--- src/design/rpn_stack_integer_alu_assert.svh ---
// Assertion macros used by the RTL that checks itself.
`ifndef RPN_STACK_INTEGER_ALU_ASSERT_SVH
`define RPN_STACK_INTEGER_ALU_ASSERT_SVH

// same-cycle implication
`define RSIA_ASSERT_NOW(label, clk, rst, ante, cons, msg) \
   label: assert property (@(posedge clk) disable iff (rst) (ante) |-> (cons)) \
      else $error(msg);

// next-cycle implication
`define RSIA_ASSERT_NEXT(label, clk, rst, ante, cons, msg) \
   label: assert property (@(posedge clk) disable iff (rst) (ante) |=> (cons)) \
      else $error(msg);

`endif

--- src/design/rsia_pkg.sv ---
`timescale 1ns / 1ps
`default_nettype none

package rsia_pkg;

   localparam int DATA_WIDTH_DEF  = 32;
   localparam int STACK_DEPTH_DEF = 4;
   localparam int FIELD_WIDTH     = 32;
   localparam int LEVEL_WORDS     = 4;

   localparam logic [2:0] OP_PUSH = 3'd0;
   localparam logic [2:0] OP_ADD  = 3'd1;
   localparam logic [2:0] OP_SUB  = 3'd2;
   localparam logic [2:0] OP_MUL  = 3'd3;
   localparam logic [2:0] OP_DIV  = 3'd4;

   localparam logic [1:0] ST_OK      = 2'd0;
   localparam logic [1:0] ST_YZERO   = 2'd1;
   localparam logic [1:0] ST_DIVZERO = 2'd2;
   localparam logic [1:0] ST_BADOP   = 2'd3;

   typedef struct packed {
      logic [2:0]                    opcode;
      logic signed [FIELD_WIDTH-1:0] push_value;
   } req_word_type;

   typedef struct packed {
      logic signed [FIELD_WIDTH-1:0] reg_x;
      logic signed [FIELD_WIDTH-1:0] reg_y;
      logic signed [FIELD_WIDTH-1:0] reg_z;
      logic signed [FIELD_WIDTH-1:0] reg_t;
      logic [1:0]                    status;
   } rsp_word_type;

   typedef struct packed {
      logic       load;
      logic       step;
      logic       finish;
      logic [1:0] status;
   } ctrl_cmd_type;

   typedef struct packed {
      logic x_zero;
      logic y_zero;
   } dp_sts_type;

endpackage

`default_nettype wire

--- src/design/rsia_ctrl.sv ---
`timescale 1ns / 1ps
`default_nettype none

module rsia_ctrl #(
   parameter int DATA_WIDTH = rsia_pkg::DATA_WIDTH_DEF
) (
   input  wire logic                   clock,
   input  wire logic                   reset,
   input  wire logic                   req_valid,
   output logic                        req_ready,
   input  wire logic [2:0]             req_opcode,
   input  wire rsia_pkg::dp_sts_type   sts,
   output rsia_pkg::ctrl_cmd_type      cmd,
   output logic                        rsp_valid,
   input  wire logic                   rsp_ready
);

   localparam int CNT_WIDTH = $clog2(DATA_WIDTH);

   typedef enum logic [2:0] {
      S_IDLE   = 3'b001,
      S_RUN    = 3'b010,
      S_FINISH = 3'b100
   } ctrl_state_type;

   ctrl_state_type       state_ff, state_in;
   logic [CNT_WIDTH-1:0] cnt_ff, cnt_in;
   logic [1:0]           status_ff, status_in;
   logic                 rsp_valid_ff, rsp_valid_in;

   always_comb begin
      state_in   = state_ff;
      cnt_in     = cnt_ff;
      status_in  = status_ff;
      req_ready  = (state_ff == S_IDLE);
      cmd        = '0;
      cmd.status = status_ff;
      unique case (state_ff)
         S_IDLE: begin
            if (req_valid) begin
               cmd.load = 1'b1;
               cnt_in   = CNT_WIDTH'(DATA_WIDTH - 1);
               state_in = S_FINISH;
               priority if (req_opcode == rsia_pkg::OP_PUSH) begin
                  status_in = rsia_pkg::ST_OK;
               end else if (req_opcode <= rsia_pkg::OP_DIV && sts.y_zero) begin
                  status_in = rsia_pkg::ST_YZERO;
               end else if (req_opcode == rsia_pkg::OP_DIV && sts.x_zero) begin
                  status_in = rsia_pkg::ST_DIVZERO;
               end else if (req_opcode > rsia_pkg::OP_DIV) begin
                  status_in = rsia_pkg::ST_BADOP;
               end else begin
                  status_in = rsia_pkg::ST_OK;
                  if (req_opcode == rsia_pkg::OP_MUL || req_opcode == rsia_pkg::OP_DIV) begin
                     state_in = S_RUN;
                  end
               end
            end
         end
         S_RUN: begin
            cmd.step = 1'b1;
            if (cnt_ff == '0) begin
               state_in = S_FINISH;
            end else begin
               cnt_in = cnt_ff - 1'b1;
            end
         end
         S_FINISH: begin
            if (!rsp_valid_ff || rsp_ready) begin
               cmd.finish = 1'b1;
               state_in   = S_IDLE;
            end
         end
         default: begin
            state_in = S_IDLE;
         end
      endcase

      priority if (cmd.finish) begin
         rsp_valid_in = 1'b1;
      end else if (rsp_ready) begin
         rsp_valid_in = 1'b0;
      end else begin
         rsp_valid_in = rsp_valid_ff;
      end
   end

   assign rsp_valid = rsp_valid_ff;

   always_ff @(posedge clock) begin
      if (reset) begin
         state_ff     <= S_IDLE;
         cnt_ff       <= '0;
         status_ff    <= rsia_pkg::ST_OK;
         rsp_valid_ff <= 1'b0;
      end else begin
         state_ff     <= state_in;
         cnt_ff       <= cnt_in;
         status_ff    <= status_in;
         rsp_valid_ff <= rsp_valid_in;
      end
   end

endmodule

`default_nettype wire

--- src/design/rsia_datapath.sv ---
`timescale 1ns / 1ps
`default_nettype none

module rsia_datapath #(
   parameter int STACK_DEPTH = rsia_pkg::STACK_DEPTH_DEF,
   parameter int DATA_WIDTH  = rsia_pkg::DATA_WIDTH_DEF
) (
   input  wire logic                   clock,
   input  wire logic                   reset,
   input  wire rsia_pkg::req_word_type req_word,
   input  wire rsia_pkg::ctrl_cmd_type cmd,
   output rsia_pkg::dp_sts_type        sts,
   output rsia_pkg::rsp_word_type      rsp_word
);

   logic [DATA_WIDTH-1:0] level_ff [STACK_DEPTH];
   logic [DATA_WIDTH-1:0] level_in [STACK_DEPTH];
   logic [DATA_WIDTH-1:0] level_new [STACK_DEPTH];
   logic [rsia_pkg::FIELD_WIDTH-1:0] lvl_word [rsia_pkg::LEVEL_WORDS];

   logic [2:0]            op_ff, op_in;
   logic [DATA_WIDTH-1:0] push_ff, push_in;
   logic [DATA_WIDTH:0]   rem_ff, rem_in;
   logic [DATA_WIDTH-1:0] quo_ff, quo_in;
   logic [DATA_WIDTH-1:0] dsr_ff, dsr_in;
   logic                  neg_ff, neg_in;
   rsia_pkg::rsp_word_type rsp_ff, rsp_in;

   logic [DATA_WIDTH-1:0] x, y, mag_x, mag_y, result, prod_sum;
   logic [DATA_WIDTH:0]   rem_sh, diff;

   assign x     = level_ff[0];
   assign y     = level_ff[1];
   assign mag_x = x[DATA_WIDTH-1] ? -x : x;
   assign mag_y = y[DATA_WIDTH-1] ? -y : y;

   assign sts.x_zero = (x == '0);
   assign sts.y_zero = (y == '0);

   assign rem_sh   = {rem_ff[DATA_WIDTH-1:0], quo_ff[DATA_WIDTH-1]};
   assign diff     = rem_sh - {1'b0, dsr_ff};
   assign prod_sum = rem_ff[DATA_WIDTH-1:0] + (quo_ff[0] ? dsr_ff : '0);

   always_comb begin
      op_in   = op_ff;
      push_in = push_ff;
      rem_in  = rem_ff;
      quo_in  = quo_ff;
      dsr_in  = dsr_ff;
      neg_in  = neg_ff;
      priority if (cmd.load) begin
         op_in   = req_word.opcode;
         push_in = DATA_WIDTH'(req_word.push_value);
         rem_in  = '0;
         neg_in  = x[DATA_WIDTH-1] ^ y[DATA_WIDTH-1];
         if (req_word.opcode == rsia_pkg::OP_MUL) begin
            quo_in = x;
            dsr_in = y;
         end else begin
            quo_in = mag_y;
            dsr_in = mag_x;
         end
      end else if (cmd.step) begin
         if (op_ff == rsia_pkg::OP_MUL) begin
            rem_in = {1'b0, prod_sum};
            quo_in = quo_ff >> 1;
            dsr_in = dsr_ff << 1;
         end else if (!diff[DATA_WIDTH]) begin
            rem_in = diff;
            quo_in = {quo_ff[DATA_WIDTH-2:0], 1'b1};
         end else begin
            rem_in = rem_sh;
            quo_in = {quo_ff[DATA_WIDTH-2:0], 1'b0};
         end
      end
   end

   always_comb begin
      unique case (op_ff)
         rsia_pkg::OP_ADD: result = y + x;
         rsia_pkg::OP_SUB: result = y - x;
         rsia_pkg::OP_MUL: result = rem_ff[DATA_WIDTH-1:0];
         rsia_pkg::OP_DIV: result = neg_ff ? -quo_ff : quo_ff;
         default:          result = '0;
      endcase
   end

   always_comb begin
      if (op_ff == rsia_pkg::OP_PUSH) begin
         level_new[0] = push_ff;
         for (int i = 1; i < STACK_DEPTH; i++) begin
            level_new[i] = level_ff[i-1];
         end
      end else begin
         level_new[0] = result;
         for (int i = 1; i < STACK_DEPTH - 1; i++) begin
            level_new[i] = level_ff[i+1];
         end
         level_new[STACK_DEPTH-1] = '0;
      end
      if (cmd.finish && cmd.status == rsia_pkg::ST_OK) begin
         level_in = level_new;
      end else begin
         level_in = level_ff;
      end
   end

   for (genvar g = 0; g < rsia_pkg::LEVEL_WORDS; g++) begin : g_word
      if (g < STACK_DEPTH) begin : g_level
         assign lvl_word[g] = rsia_pkg::FIELD_WIDTH'($signed(level_in[g]));
      end else begin : g_missing
         assign lvl_word[g] = '0;
      end
   end

   always_comb begin
      rsp_in = rsp_ff;
      if (cmd.finish) begin
         rsp_in.reg_x  = lvl_word[0];
         rsp_in.reg_y  = lvl_word[1];
         rsp_in.reg_z  = lvl_word[2];
         rsp_in.reg_t  = lvl_word[3];
         rsp_in.status = cmd.status;
      end
   end

   assign rsp_word = rsp_ff;

   always_ff @(posedge clock) begin
      if (reset) begin
         for (int i = 0; i < STACK_DEPTH; i++) begin
            level_ff[i] <= '0;
         end
      end else begin
         level_ff <= level_in;
      end
   end

   always_ff @(posedge clock) begin
      op_ff   <= op_in;
      push_ff <= push_in;
      rem_ff  <= rem_in;
      quo_ff  <= quo_in;
      dsr_ff  <= dsr_in;
      neg_ff  <= neg_in;
      rsp_ff  <= rsp_in;
   end

endmodule

`default_nettype wire

--- src/design/rpn_stack_integer_alu.sv ---
`timescale 1ns / 1ps
`default_nettype none
// Every accepted word is loaded, then written to the result register in the finish state once
// that register is free. Multiply and divide that are not refused first pass through the run state:
// the shift-add multiply and restoring divide share one loop that handles one bit per cycle.
// One word is worked at a time; the next is taken once the result register is loaded.
// Synchronous active-high reset clears all stack levels to zero and empties the result register.
`include "rpn_stack_integer_alu_assert.svh"

module rpn_stack_integer_alu #(
   parameter int STACK_DEPTH = rsia_pkg::STACK_DEPTH_DEF,
   parameter int DATA_WIDTH  = rsia_pkg::DATA_WIDTH_DEF
) (
   input  wire logic                   clock,
   input  wire logic                   reset,
   input  wire logic                   req_valid,
   output logic                        req_ready,
   input  wire rsia_pkg::req_word_type req_word,
   output logic                        rsp_valid,
   input  wire logic                   rsp_ready,
   output rsia_pkg::rsp_word_type      rsp_word
);

   rsia_pkg::ctrl_cmd_type cmd;
   rsia_pkg::dp_sts_type   sts;
   logic                   busy;
   logic                   push_fire;

   rsia_ctrl #(
      .DATA_WIDTH (DATA_WIDTH)
   ) u_ctrl (
      .clock      (clock),
      .reset      (reset),
      .req_valid  (req_valid),
      .req_ready  (req_ready),
      .req_opcode (req_word.opcode),
      .sts        (sts),
      .cmd        (cmd),
      .rsp_valid  (rsp_valid),
      .rsp_ready  (rsp_ready)
   );

   rsia_datapath #(
      .STACK_DEPTH (STACK_DEPTH),
      .DATA_WIDTH  (DATA_WIDTH)
   ) u_datapath (
      .clock    (clock),
      .reset    (reset),
      .req_word (req_word),
      .cmd      (cmd),
      .sts      (sts),
      .rsp_word (rsp_word)
   );

   assign busy      = cmd.step || cmd.finish;
   assign push_fire = req_valid && req_ready && (req_word.opcode == rsia_pkg::OP_PUSH);

   `RSIA_ASSERT_NEXT(a_finish_shows_word, clock, reset, cmd.finish, rsp_valid, "no result shown")
   `RSIA_ASSERT_NOW(a_busy_blocks_accept, clock, reset, busy, !req_ready, "accept while busy")
   `RSIA_ASSERT_NEXT(a_push_no_iteration, clock, reset, push_fire, !cmd.step, "push iterated")

endmodule

`default_nettype wire
--- config.mk ---
export PLATFORM = sky130hd
export DESIGN_NAME = rpn_stack_integer_alu
export DESIGN_NICKNAME = d
export VERILOG_FILES = /design/src/design/rsia_pkg.sv /design/src/design/rsia_ctrl.sv /design/src/design/rsia_datapath.sv /design/src/design/rpn_stack_integer_alu.sv
export VERILOG_INCLUDE_DIRS = /design/src /design/src/design
export SDC_FILE = /design/constraint.sdc
export NUM_CORES = 1
export LEC_CHECK = 0
export BUFFER_PORTS_ARGS = -buffer_cell sky130_fd_sc_hd__buf_2
export CAP_MARGIN = 20
export CORE_AREA = 4 4 226 228
export CTS_BUF_LIST = sky130_fd_sc_hd__clkbuf_2 sky130_fd_sc_hd__clkbuf_4 sky130_fd_sc_hd__clkbuf_8
export DETAILED_ROUTE_END_ITERATION = 8
export DIE_AREA = 0 0 230 232
export PLACE_DENSITY = 0.72
export SKIP_CTS_REPAIR_TIMING = 1
export SLEW_MARGIN = 20
export SYNTH_ARGS = -nofsm -noshare
export SYNTH_HDL_FRONTEND = slang
export SYNTH_SLANG_ARGS = --single-unit
export TNS_END_PERCENT = 1
--- constraint.sdc ---
create_clock -name clock -period 7.3 [get_ports clock]
set_clock_uncertainty 0.2 [all_clocks]
set_input_delay 1.46 -clock clock [delete_from_list [all_inputs] [get_ports clock]]
set_output_delay 1.46 -clock clock [all_outputs]
set_load 0.02 [all_outputs]
---- Word-level counts from Yosys, hierarchy flattened ----
Index checks and enable logic that the tools add are counted.
word-level totals
  bits of input ports ..................... 39
  register bits ........................... 401
  word-level logic and storage cells ...... 104
  output and inout bits ................... 132
cells by class
  bitwise logic cells ..................... 1
  multiplexer cells ....................... 41
  eq/ne operators ......................... 13
  add/sub/neg operators ................... 8
  reductions and logical operators ........ 20
  $lt $le $gt $ge ......................... 2
operators by type and width
  operator               count
  $mux W32               14
  $mux W128              2
  $pmux W32 S4           1
  $neg A32 Y32           3
  $add A32 B32 Y32       2
  $logic_not A32 Y1      2
  $sub A33 B32 Y33       1
  $sub A32 B32 Y32       1
  $mux W3                8
  $eq A3 B2 Y1 const B   4
  $mux W5                2
  $pmux W5 S2            1
  $eq A3 B3 Y1 const B   3
  $pmux W3 S3            1
  $mux W1                8
  $mux W2                4
  $reduce_bool A2 Y1     4
  $eq A3 B1 Y1 const B   2
  $logic_not A3 Y1       2
  $reduce_and A3 Y1      2
  $logic_not A5 Y1       1
  $sub A5 B1 Y5 const B  1
  $ne A2 B1 Y1 const B   2
  $ne A2 B2 Y1 const B   2
  other kinds (8)        12

---- Depth between registers and ports, before layout ----
Gate-level depths: netlist of the first run.
  word-level depth ........................ 9
  mapped depth ............................ 22

---- By module ----
A second synthesis of the first run with hierarchy kept.
second synthesis, totals
  cell total of the unflattened synthesis .. 2761
  area, all modules ....................... 24822.6 sq um
by module, submodules not included
  module         instances  cells each  sequential area each (sq um)  area an instance (sq um)
  rsia_datapath  1          2695        10109.7                       24239.5
  rsia_ctrl      1          66          220.2                         583.1

---- Least setup slack after synthesis of the first run ----
Ideal clock, no wire load.
  kind .................................... flip-flop to flip-flop
  start point ............................. reg u_datapath.level_ff, in the netlist u_datapath.x[0]
  end point ............................... reg u_datapath.rsp_ff, in the netlist u_datapath.rsp_word[126] (data pin)
  path slack .............................. 1782 ps
  clock period less this slack ............ 5518 ps
  cell stages (with the launch flop) ...... 21
  data required time ...................... 6931 ps
  arrival ................................. 5149 ps
  cells stage by stage .................... dfxtp_1 clkbuf_1 inv_1 ha_1 or3b_2 clkbuf_1 nor4_1 nand2_1 or4_1 or3_1 nand2_1 xor2_1 ha_1 clkbuf_1 nand4_1 or4_1 a21o_1 a2111oi_0 mux2i_1 a21oi_2 o31ai_1
RTL lines
  element                 line                  source
  start, declared         rsia_datapath.sv:16   logic [DATA_WIDTH-1:0] level_ff [STACK_DEPTH];
  start signal, assigned  rsia_datapath.sv:135  level_ff <= level_in;
  end signal, assigned    rsia_datapath.sv:146  rsp_ff <= rsp_in;
  end, declared           rsia_datapath.sv:27   rsia_pkg::rsp_word_type rsp_ff, rsp_in;

==> results of run 1 <==
==> synthesized netlist by cell type, drive strengths merged (17+ instances only) <==
library cell / count / area share (%)
clkbuf: 165 / 2.5
o31ai: 40 / 1.3
edfxtp: 230 / 28
or3: 27 / 0.76
xor2: 127 / 4.6
xnor2: 68 / 2.4
dfxtp: 171 / 14
o21ai: 161 / 3.3
o211ai: 32 / 0.99
nand2b: 19 / 0.52
a211oi: 49 / 1.5
nand3: 62 / 1.3
a21o: 49 / 1.5
a22oi: 25 / 0.77
nand2: 436 / 6.7
nor2b: 98 / 2.5
nor3: 33 / 0.72
o22ai: 22 / 0.57
ha: 100 / 5.1
a21oi: 178 / 3.7
buf: 32 / 0.55
o41ai: 17 / 0.64
inv: 73 / 1.1
nor2: 238 / 3.7
or4: 17 / 0.54
a31oi: 103 / 2.6
mux2i: 29 / 1.2
==> cell families (layout without fill, tap and decap cells) <==
kind of cell             count (synthesis)  in the layout  synth area share [%]
AND/OR/NAND/NOR                        997            997                  18.7
AO/OA/AOI/OAI                          776            776                  20.6
flip-flops                             401            401                  42.5
buffers and inverters                  271            403                  4.24
XOR/XNOR                               195            195                  7.02
adder cells (fa/ha/maj)                103            103                  5.39
multiplexers                            39             39                  1.66
==> how the worst max path moves through the flow <==
stage | start | to | slack, ns | cells after the start
6_report | u_datapath.x[0]$_SDFF_PP0_ | u_datapath.rsp_word[126]$_DFFE_PP_ | 0.91 | 17
5_1_grt | u_datapath.x[0]$_SDFF_PP0_ | u_datapath.rsp_word[126]$_DFFE_PP_ | 0.54 | 17
4_1_cts | u_datapath.x[0]$_SDFF_PP0_ | u_datapath.rsp_word[126]$_DFFE_PP_ | 0.98 | 17
3_5_place_dp | u_datapath.x[0]$_SDFF_PP0_ | u_datapath.rsp_word[128]$_DFFE_PP_ | 0.97 | 17
3_3_place_gp | u_datapath.x[0]$_SDFF_PP0_ | u_datapath.rsp_word[126]$_DFFE_PP_ | 1.05 | 17
2_1_floorplan | u_datapath.x[0]$_SDFF_PP0_ | u_datapath.rsp_word[126]$_DFFE_PP_ | 1.78 | 20
==> sequential cells by signal (all words and copies together), names as in the netlist, 5 cells and up <==
register / flops
u_datapath.rsp_word: 130
u_datapath.level_ff: 64
u_datapath.dsr_ff: 32
u_datapath.push_ff: 32
u_datapath.quo_ff: 32
u_datapath.rem_ff: 32
u_datapath.x: 32
u_datapath.y: 32
u_ctrl.cnt_ff: 5
==> worst max-delay path: stages, from the launching register on <==
cell and delay [ns]:
dfxtp_1 0.41, inv_1 0.11, ha_1 0.21, or3b_2 0.53, nor4_1 0.49, nand2_1 0.29, or4_1 0.63, or3_1 0.37
nand2_1 0.09, xor2_1 0.08, ha_1 0.45, nand4_1 0.24, or4_1 0.55, a21o_1 0.22, a2111oi_0 0.70, mux2i_1 0.30
a21oi_2 0.08, o31ai_1 0.25
==> power groups by stage <==
| stage | Sequential [mW] | Clock, mW | Combinational (mW) |
|---|---|---|---|
| 2_1_floorplan | 2.63 | 0 | 0.919 |
| 3_3_place_gp | 2.65 | 0 | 1.22 |
| 3_5_place_dp | 2.65 | 0 | 1.24 |
| 4_1_cts | 2.60 | 2.34 | 1.25 |
| 5_1_grt | 2.61 | 2.45 | 1.39 |
| 6_report | 2.61 | 2.31 | 1.27 |
==> metal layers <==
layer  share of wire [%]  global-route usage [%]  vias up
li1                    -                       -    10200
met3                 9.4                    5.02      105
met5                   0                       0        -
met1                  44                    38.7    10200
met2                  44                    41.3     1006
met4                 2.3                    7.83        0
==> per-stage QoR <==
step                      cell area (sq um)  total power, mW  hold WS, ns  utilization, %
final                                 27100             6.18        0.274            55.5
after floorplan                       24300             3.55        0.247               -
after global routing                  27100             6.45        0.297            55.5
after detailed placement              25500             3.89        0.267            52.3
after global placement                25500             3.87        0.260            52.3
after CTS                             27100             6.19        0.275            55.5
==> cell usage in the layout, fill, tap and decap left out, types with 9 or more instances in the layout <==
| master | n |
|---|---|
| nand2_1 | 435 |
| or4_1 | 16 |
| o211ai_1 | 32 |
| a211oi_1 | 49 |
| or3_1 | 22 |
| mux2_2 | 10 |
| o22ai_1 | 22 |
| xor2_1 | 127 |
| o21a_1 | 9 |
| clkinv_2 | 10 |
| nand3_1 | 62 |
| a21o_1 | 49 |
| and3_1 | 12 |
| nor2_1 | 234 |
| and2_1 | 9 |
| nand2b_1 | 17 |
| nor2b_1 | 98 |
| nand4_1 | 9 |
| buf_2 | 169 |
| a31oi_1 | 103 |
| buf_4 | 29 |
| a22oi_1 | 25 |
| xnor2_1 | 68 |
| dfxtp_1 | 171 |
| o31ai_1 | 37 |
| o41ai_1 | 16 |
| clkbuf_8 | 83 |
| inv_1 | 72 |
| edfxtp_1 | 230 |
| clkbuf_4 | 21 |
| nor3_1 | 30 |
| a21oi_1 | 177 |
| ha_1 | 100 |
| o221ai_1 | 13 |
| nor4_1 | 9 |
| mux2i_1 | 29 |
| o21ai_0 | 158 |
==> layout make-up <==
type | count | area, sq um | area share, %
inverter | 74 | 282 | 1.04
clock inverter | 26 | 278 | 1.02
tap | 664 | 831 | 3.06
clock buffer | 104 | 1300 | 4.79
timing repair buffer | 199 | 1080 | 3.99
multi-input combinational | 2110 | 13000 | 48.0
sequential | 401 | 10300 | 38.1
==> results.tsv, run 1 <==
metric	value	unit
worstPathMaxFanout	10	
ys_types	84	
num_rows	81	
root_buffer	clkbuf_8	
arrival	6.65	ns
detail-route-antenna-nets	0	
synth.avg_cell_area	8.75	sq um
io-pin-count	171	
yosys_warnings	0	
swShare	30.6	%
ys.flop_type	edfxtp_1	
ctsHtreeMaxLevel	3	
vias	21500	
numPortBuffers	170	
p_int	4.29	mW
power_density	228	nW/um^2
ff2ff_path_depth	17	
status	finished clean	
hold_viol	0	
dp_cells	3448	
syn_nets	2924	
r2r_end	u_datapath.rsp_word[126]$_DFFE_PP_	
syn_inst	2782	
maxClockFrequency	156	MHz
ys_seq_area_share	42.5	%
drcViolationCount	0	
die_y	232	microns
fillers	4443	
setup_viol	0	
pwr-share-comb	20.5	%
drive_above_1_share	13.0	%
dr.pass1.iters	6	
seqPwrFrac	42.2	%
die_x	230	microns
power_frac_clock	37.3	%
initial_core_util	49.8	%
period_share	87.5	%
synth_edf_count	230	
r2r-start	u_datapath.x[0]$_SDFF_PP0_	
synthToLayoutAreaGrowth	11.5	%
drt_iter0_markers	2207	
irDropWorstVdd	0.000178	V
cts.sinks	401	
wl_per_cell	20.8	microns
grt_pass1_wl	114	mm
min-delay-start	u_datapath.level_ff[30]$_SDFF_PP0_	
leakagePower	10.8	nW
cp-start-kind	register	
grt_pass1_vias	19900	
whs_endpoint	u_datapath.level_ff[30]$_SDFF_PP0_	
synthesis.area	24300	sq um
cts_buffers	70	
via_per_inst	6.00	
layoutNonFillerInstCount	3578	
die_area	53400	sq um
worst_slew_pin_slew	1.12	ns
period_minus_slack	6.39	ns
grt_start_max_net_pins	178	
switchingPower	1.89	mW
cts_buffer_depth	3	
clk_pin_slew	0.06	ns
maxSlewViolCount	0	
max_cap_viol_count	0	
synthArstFlopShare	0	%
antenna_found_initial	0	
holdPathStages	2	
post-dp-hpwl	52.7	mm
track_usage	26.8	%
antennaDiodeCount	0	
dp_worst_setup_slack	0.967	ns
nNetsFinal	2998	
synth-seq-cells	401	
grt_overflow_total	0	
routed_wl	74.4	mm
hp-class	register to register	
reg2reg_slack	0.91	ns
cts_tree	yes	
place.gp.congestion	0.963	
clk_latency	0.66	ns
coreArea	48800	sq um
postLayoutSetupSlackWorst	0.910	ns
slew_headroom	25.5	%
endpoint_kind	register	
finalSetupTns	0	ns
critPathKind	register to register	
grt_setup_unrepaired	false	
cp_data_required_time	7.55	ns
Note: power is estimated with default switching activity, not from simulation.
==> run 2: changes to the inputs <==
Settings changed: CAP_MARGIN 20 to 25, CORE_AREA 4 4 226 228 to 4 4 231 233, DIE_AREA 0 0 230 232 to 0 0 235 237, PLACE_DENSITY 0.72 to 0.69.
==> run 2 against run 1 <==
Net effect: cell count increased by 0.42%; fmax increased by 0.47%; die area increased by 4.4%; combinational power about the same; critical endpoint is now u_datapath.x[28]$_SDFF_PP0_; largest cell class unchanged; global-route usage decreased by 1.0 points; non-clock buffer count increased by 2; sequential power about the same; sequential share of layout area about the same; critical path depth unchanged; flip-flop and latch count unchanged.
==> results.tsv, run 2 (synthesis gave the netlist of run 1 again) <==
metric	value	unit
status	finished clean	
die_y	237	microns
r2r-start	u_datapath.x[1]$_SDFF_PP0_	
wl_per_cell	20.8	microns
place.gp.congestion	0.968	
grt_overflow_total	0	
coreArea	51200	sq um
nNetsFinal	3000	
antenna_found_initial	2	
worstPathCellList	inv_1 -> ha_1 -> or3b_2 -> nor4_1 -> nand2_1 -> or4_1 -> or3_1 -> nand2_1 -> xor2_1 -> ha_1 -> nand4_1 -> or4_1 -> a21o_1 -> a2111oi_0 -> mux2i_1 -> a21oi_2 -> o41ai_1	
routed_wl	74.9	mm
post-dp-hpwl	53.0	mm
dpl-instance-area	25600	sq um
numPortBuffers	170	
cp-start-kind	register	
period_share	87.1	%
ctsHtreeMaxLevel	3	
grt_start_max_net_pins	178	
track_usage	25.8	%
cts_buffers	70	
largest_reg_flops	130	
via_per_inst	5.94	
crit_buf_inv	1	
final_common_cell	nand2_1	
max_stage_delay	0.63	ns
drcViolationCount	0	
cts_buffer_depth	3	
vias	21300	
worstPathMaxFanout	10	
initial_core_util	47.5	%
dr.pass1.iters	6	
root_buffer	clkbuf_8	
grt_setup_unrepaired	false	
worst_slew_pin_slew	1.08	ns
final_area	27100	sq um
finalSetupTns	0	ns
layout_common_cells	nand2_1, nor2_1, edfxtp_1	
cts.sinks	401	
critPathLaunch	u_datapath.x[1]$_SDFF_PP0_	
leakagePower	10.8	nW
cts_tree	yes	
drive_above_1_share	13.0	%
cp_data_required_time	7.62	ns
setup_viol	0	
num_rows	83	
arrival	6.68	ns
crit_family	simple AND/OR/NAND/NOR gates	
io-pin-count	171	
grt_pass1_vias	20100	
postLayoutSetupSlackWorst	0.939	ns
antennaDiodeCount	0	
die_x	235	microns
clk_latency	0.64	ns
hold_ws	0.274	ns
hp-class	register to register	
slew_headroom	28.0	%
dp_cells	3465	
clk_pin_slew	0.06	ns
endpoint_kind	register	
irDropWorstVdd	0.000169	V
die_area	55700	sq um
slowest_stage	a2111oi_0	
maxSlewViolCount	0	
final_core_util	52.9	%
power_density	225	nW/um^2
total_power	6.10	mW
detail-route-antenna-nets	0	
layoutNonFillerInstCount	3593	
fillers	4724	
min-delay-start	u_datapath.level_ff[6]$_SDFF_PP0_	
period_minus_slack	6.36	ns
dp_worst_setup_slack	0.953	ns
max_cap_viol_count	0	
maxClockFrequency	157	MHz
grt_pass1_wl	116	mm
hold_viol	0	
critPathKind	register to register	
drt_iter0_markers	2624	
synthToLayoutAreaGrowth	11.4	%
-- run 2: changes by cell type in the layout (fill, tap and decap cells not counted) --
cell	delta
clkbuf_8	+2
clkinv_2	-1
clkinv_1	-1
inv_6	-2
clkinvlp_4	+1
clkinv_8	-1
buf_8	+1
nor2_2	+1
inv_8	+3
clkbuf_4	-1
nor2_4	-1
buf_12	+1
bufinv_16	-3
-- run 2: worst paths after layout --
| path | slack [ns] | to | depth (start not counted) |
|---|---|---|---|
| min reg2reg | 0.27 | u_datapath.level_ff[6]$_SDFF_PP0_ | 2 |
| max | 0.94 | u_datapath.x[28]$_SDFF_PP0_ | 17 |
| min | 0.27 | u_datapath.level_ff[6]$_SDFF_PP0_ | 2 |
| max reg2reg | 0.94 | u_datapath.x[28]$_SDFF_PP0_ | 17 |
-- run 2: where the power goes --
group / switching, mW / internal [mW]
combinational: 0.827 / 0.451
clock: 0.981 / 1.24
sequential: 0.0948 / 2.51
-- run 2: worst reg2reg max path, stage by stage, from the launching register on --
cell and delay (ns):
dfxtp_1 0.37, inv_1 0.13, ha_1 0.23, or3b_2 0.53
nor4_1 0.50, nand2_1 0.30, or4_1 0.62, or3_1 0.36
nand2_1 0.10, xor2_1 0.08, ha_1 0.46, nand4_1 0.24
or4_1 0.54, a21o_1 0.21, a2111oi_0 0.63, mux2i_1 0.31
a21oi_2 0.10, o41ai_1 0.36
-- run 2: layout make-up --
type | instances | area [sq um] | area share (%)
Tap cell | 680 | 851 | 3.14
Multi-Input combinational cell | 2110 | 13000 | 48.0
Clock buffer | 105 | 1320 | 4.87
Timing Repair Buffer | 201 | 1120 | 4.13
Clock inverter | 22 | 186 | 0.688
Inverter | 74 | 282 | 1.04
Sequential cell | 401 | 10300 | 38.1
-- run 2: per-layer routing --
layer  track usage (%)  vias up  wire, microns
li1                  -    10200              -
met1              37.5    10100          33600
met2              39.3      938          32600
met3              4.94      125           6710
met4              7.63        4           1890
met5                 0        -             21
==> run 3: changes to the inputs <==
Settings changed: CTS_BUF_LIST sky130_fd_sc_hd__clkbuf_2 sky130_fd_sc_hd__clkbuf_4 sky130_fd_sc_hd__clkbuf_8 to sky130_fd_sc_hd__clkbuf_4.
==> run 3 against run 2 <==
Net effect: flip-flop and latch count is the same; global-route usage is 0.074 points higher; largest power group unchanged; cell count up 2.1%; power is 1.7% lower; combinational power hardly changed; sequential share of layout area is essentially flat.
==> results.tsv, run 3 (synthesis gave the netlist of run 1 again) <==
metric	value	unit
ctsHtreeMaxLevel	3	
p_int	4.08	mW
drive_above_1_share	14.1	%
cts_tree	yes	
period_minus_slack	6.42	ns
swShare	32.0	%
grt_start_max_net_pins	178	
irDropWorstVdd	0.000145	V
period_share	88.0	%
endpoint_kind	register	
worstPathMaxFanout	10	
wl_per_cell	20.5	microns
r2r-start	u_datapath.x[1]$_SDFF_PP0_	
status	finished clean	
routed_wl	75.2	mm
total_power	6.00	mW
initial_core_util	47.5	%
cts.sinks	401	
cts_buffers	104	
grt_pass1_vias	20500	
power_frac_clock	35.3	%
slowest_stage	a2111oi_0	
critPathKind	register to register	
grt_overflow_total	0	
max_cap_viol_count	0	
reg2reg_slack	0.88	ns
power_density	222	nW/um^2
cts_buffer_depth	3	
coreArea	51200	sq um
nNetsFinal	3034	
slew_headroom	28.6	%
layout_common_cells	nand2_1, nor2_1, edfxtp_1	
track_usage	25.9	%
arrival	6.93	ns
antenna_found_initial	4	
setup_viol	0	
clk_latency	0.85	ns
detail-route-antenna-nets	0	
clk_pin_slew	0.08	ns
io-pin-count	171	
maxSlewViolCount	0	
numPortBuffers	170	
grt_pass1_wl	116	mm
place.gp.congestion	0.968	
drcViolationCount	0	
via_per_inst	5.90	
maxClockFrequency	156	MHz
drt_iter0_markers	2560	
die_y	237	microns
hold_viol	0	
grt_setup_unrepaired	false	
hp-class	register to register	
dpl-instance-area	25600	sq um
cp_data_required_time	7.81	ns
vias	21600	
final_area	27100	sq um
finalSetupTns	0	ns
largest_reg_flops	130	
post-dp-hpwl	53.0	mm
max_stage_delay	0.65	ns
worstPathCellList	inv_1 -> ha_1 -> or3b_2 -> nor4_1 -> nand2_1 -> or4_1 -> or3_1 -> nand2_1 -> xor2_1 -> ha_1 -> nand4_1 -> or4_1 -> a21o_1 -> a2111oi_0 -> mux2i_1 -> a21oi_2 -> o41ai_1	
synthToLayoutAreaGrowth	11.3	%
ff2ff_path_depth	17	
dr.pass1.iters	8	
crit_path_end	u_datapath.x[28]$_SDFF_PP0_	
switchingPower	1.92	mW
die_x	235	microns
die_area	55700	sq um
root_buffer	clkbuf_4	
worst_slew_pin_slew	1.07	ns
final_common_cell	nand2_1	
r2r_end	u_datapath.x[28]$_SDFF_PP0_	
leakagePower	10.8	nW
pwr-share-comb	21.3	%
cp-start-kind	register	
seqPwrFrac	43.4	%
num_rows	83	
critPathLaunch	u_datapath.x[1]$_SDFF_PP0_	
## run 3: metrics by stage
| stage | util [%] | hold WS, ns | setup WS, ns | cells |
|---|---|---|---|---|
| after detailed placement | 50.0 | 0.266 | 0.953 | 3465 |
| after global placement | 49.9 | 0.260 | 1.03 | 3464 |
| after floorplan | - | 0.247 | 1.78 | 2782 |
| after CTS | 52.8 | 0.276 | 0.855 | 3663 |
| after global routing | 52.9 | 0.301 | 0.497 | 3666 |
| final | 52.9 | 0.276 | 0.877 | 3667 |
## run 3: area by class of cell
type,instances,area (sq um)
multi-input cells,2110,13000
clock buffers,146,1100
well taps,680,851
clock inverters,52,368
flip-flops and latches,401,10300
fillers,4753,24100
repair buffers,201,1120
diodes,3,7.51
inverters,74,282
## run 3: layer usage
metal	routed length, microns	global-route usage (%)	share of wire, %
met5	48	0	0.064
met4	1600	7.68	2.1
met3	6430	4.98	8.6
met2	33200	39.9	44
met1	33900	37.1	45
## run 3: critical path, delay by kind of cell (launching register included)
kind	cells	cell delay (ns)
adders and majority gates	2	0.69
DFF	1	0.37
muxes	1	0.31
AOI/OAI and AO/OA	4	1.31
buffers and inverters	1	0.13
xor gates and xnor gates	1	0.08
and+or+nand+nor	8	3.20
## run 3: how the worst min path moves through the flow
| stage | startpoint | to | slack [ns] | depth (start not counted) |
|---|---|---|---|---|
| 2_1_floorplan | u_ctrl.status_ff[1]$_SDFFE_PP0P_ | u_datapath.rsp_word[1]$_DFFE_PP_ | 0.25 | 0 |
| 3_3_place_gp | u_datapath.level_ff[11]$_SDFF_PP0_ | u_datapath.level_ff[11]$_SDFF_PP0_ | 0.26 | 2 |
| 3_5_place_dp | u_datapath.level_ff[6]$_SDFF_PP0_ | u_datapath.level_ff[6]$_SDFF_PP0_ | 0.27 | 2 |
| 4_1_cts | u_datapath.level_ff[6]$_SDFF_PP0_ | u_datapath.level_ff[6]$_SDFF_PP0_ | 0.28 | 2 |
| 5_1_grt | u_datapath.level_ff[27]$_SDFF_PP0_ | u_datapath.level_ff[27]$_SDFF_PP0_ | 0.30 | 2 |
| 6_report | u_datapath.level_ff[6]$_SDFF_PP0_ | u_datapath.level_ff[6]$_SDFF_PP0_ | 0.28 | 2 |
## run 3: power by group through the flow
stage	logic, mW	registers (mW)	clock network [mW]
floorplan	0.919	2.63	0
global placement	1.23	2.64	0
CTS	1.25	2.60	2.17
finish	1.28	2.60	2.12
global route	1.40	2.61	2.29
detailed placement	1.25	2.65	0
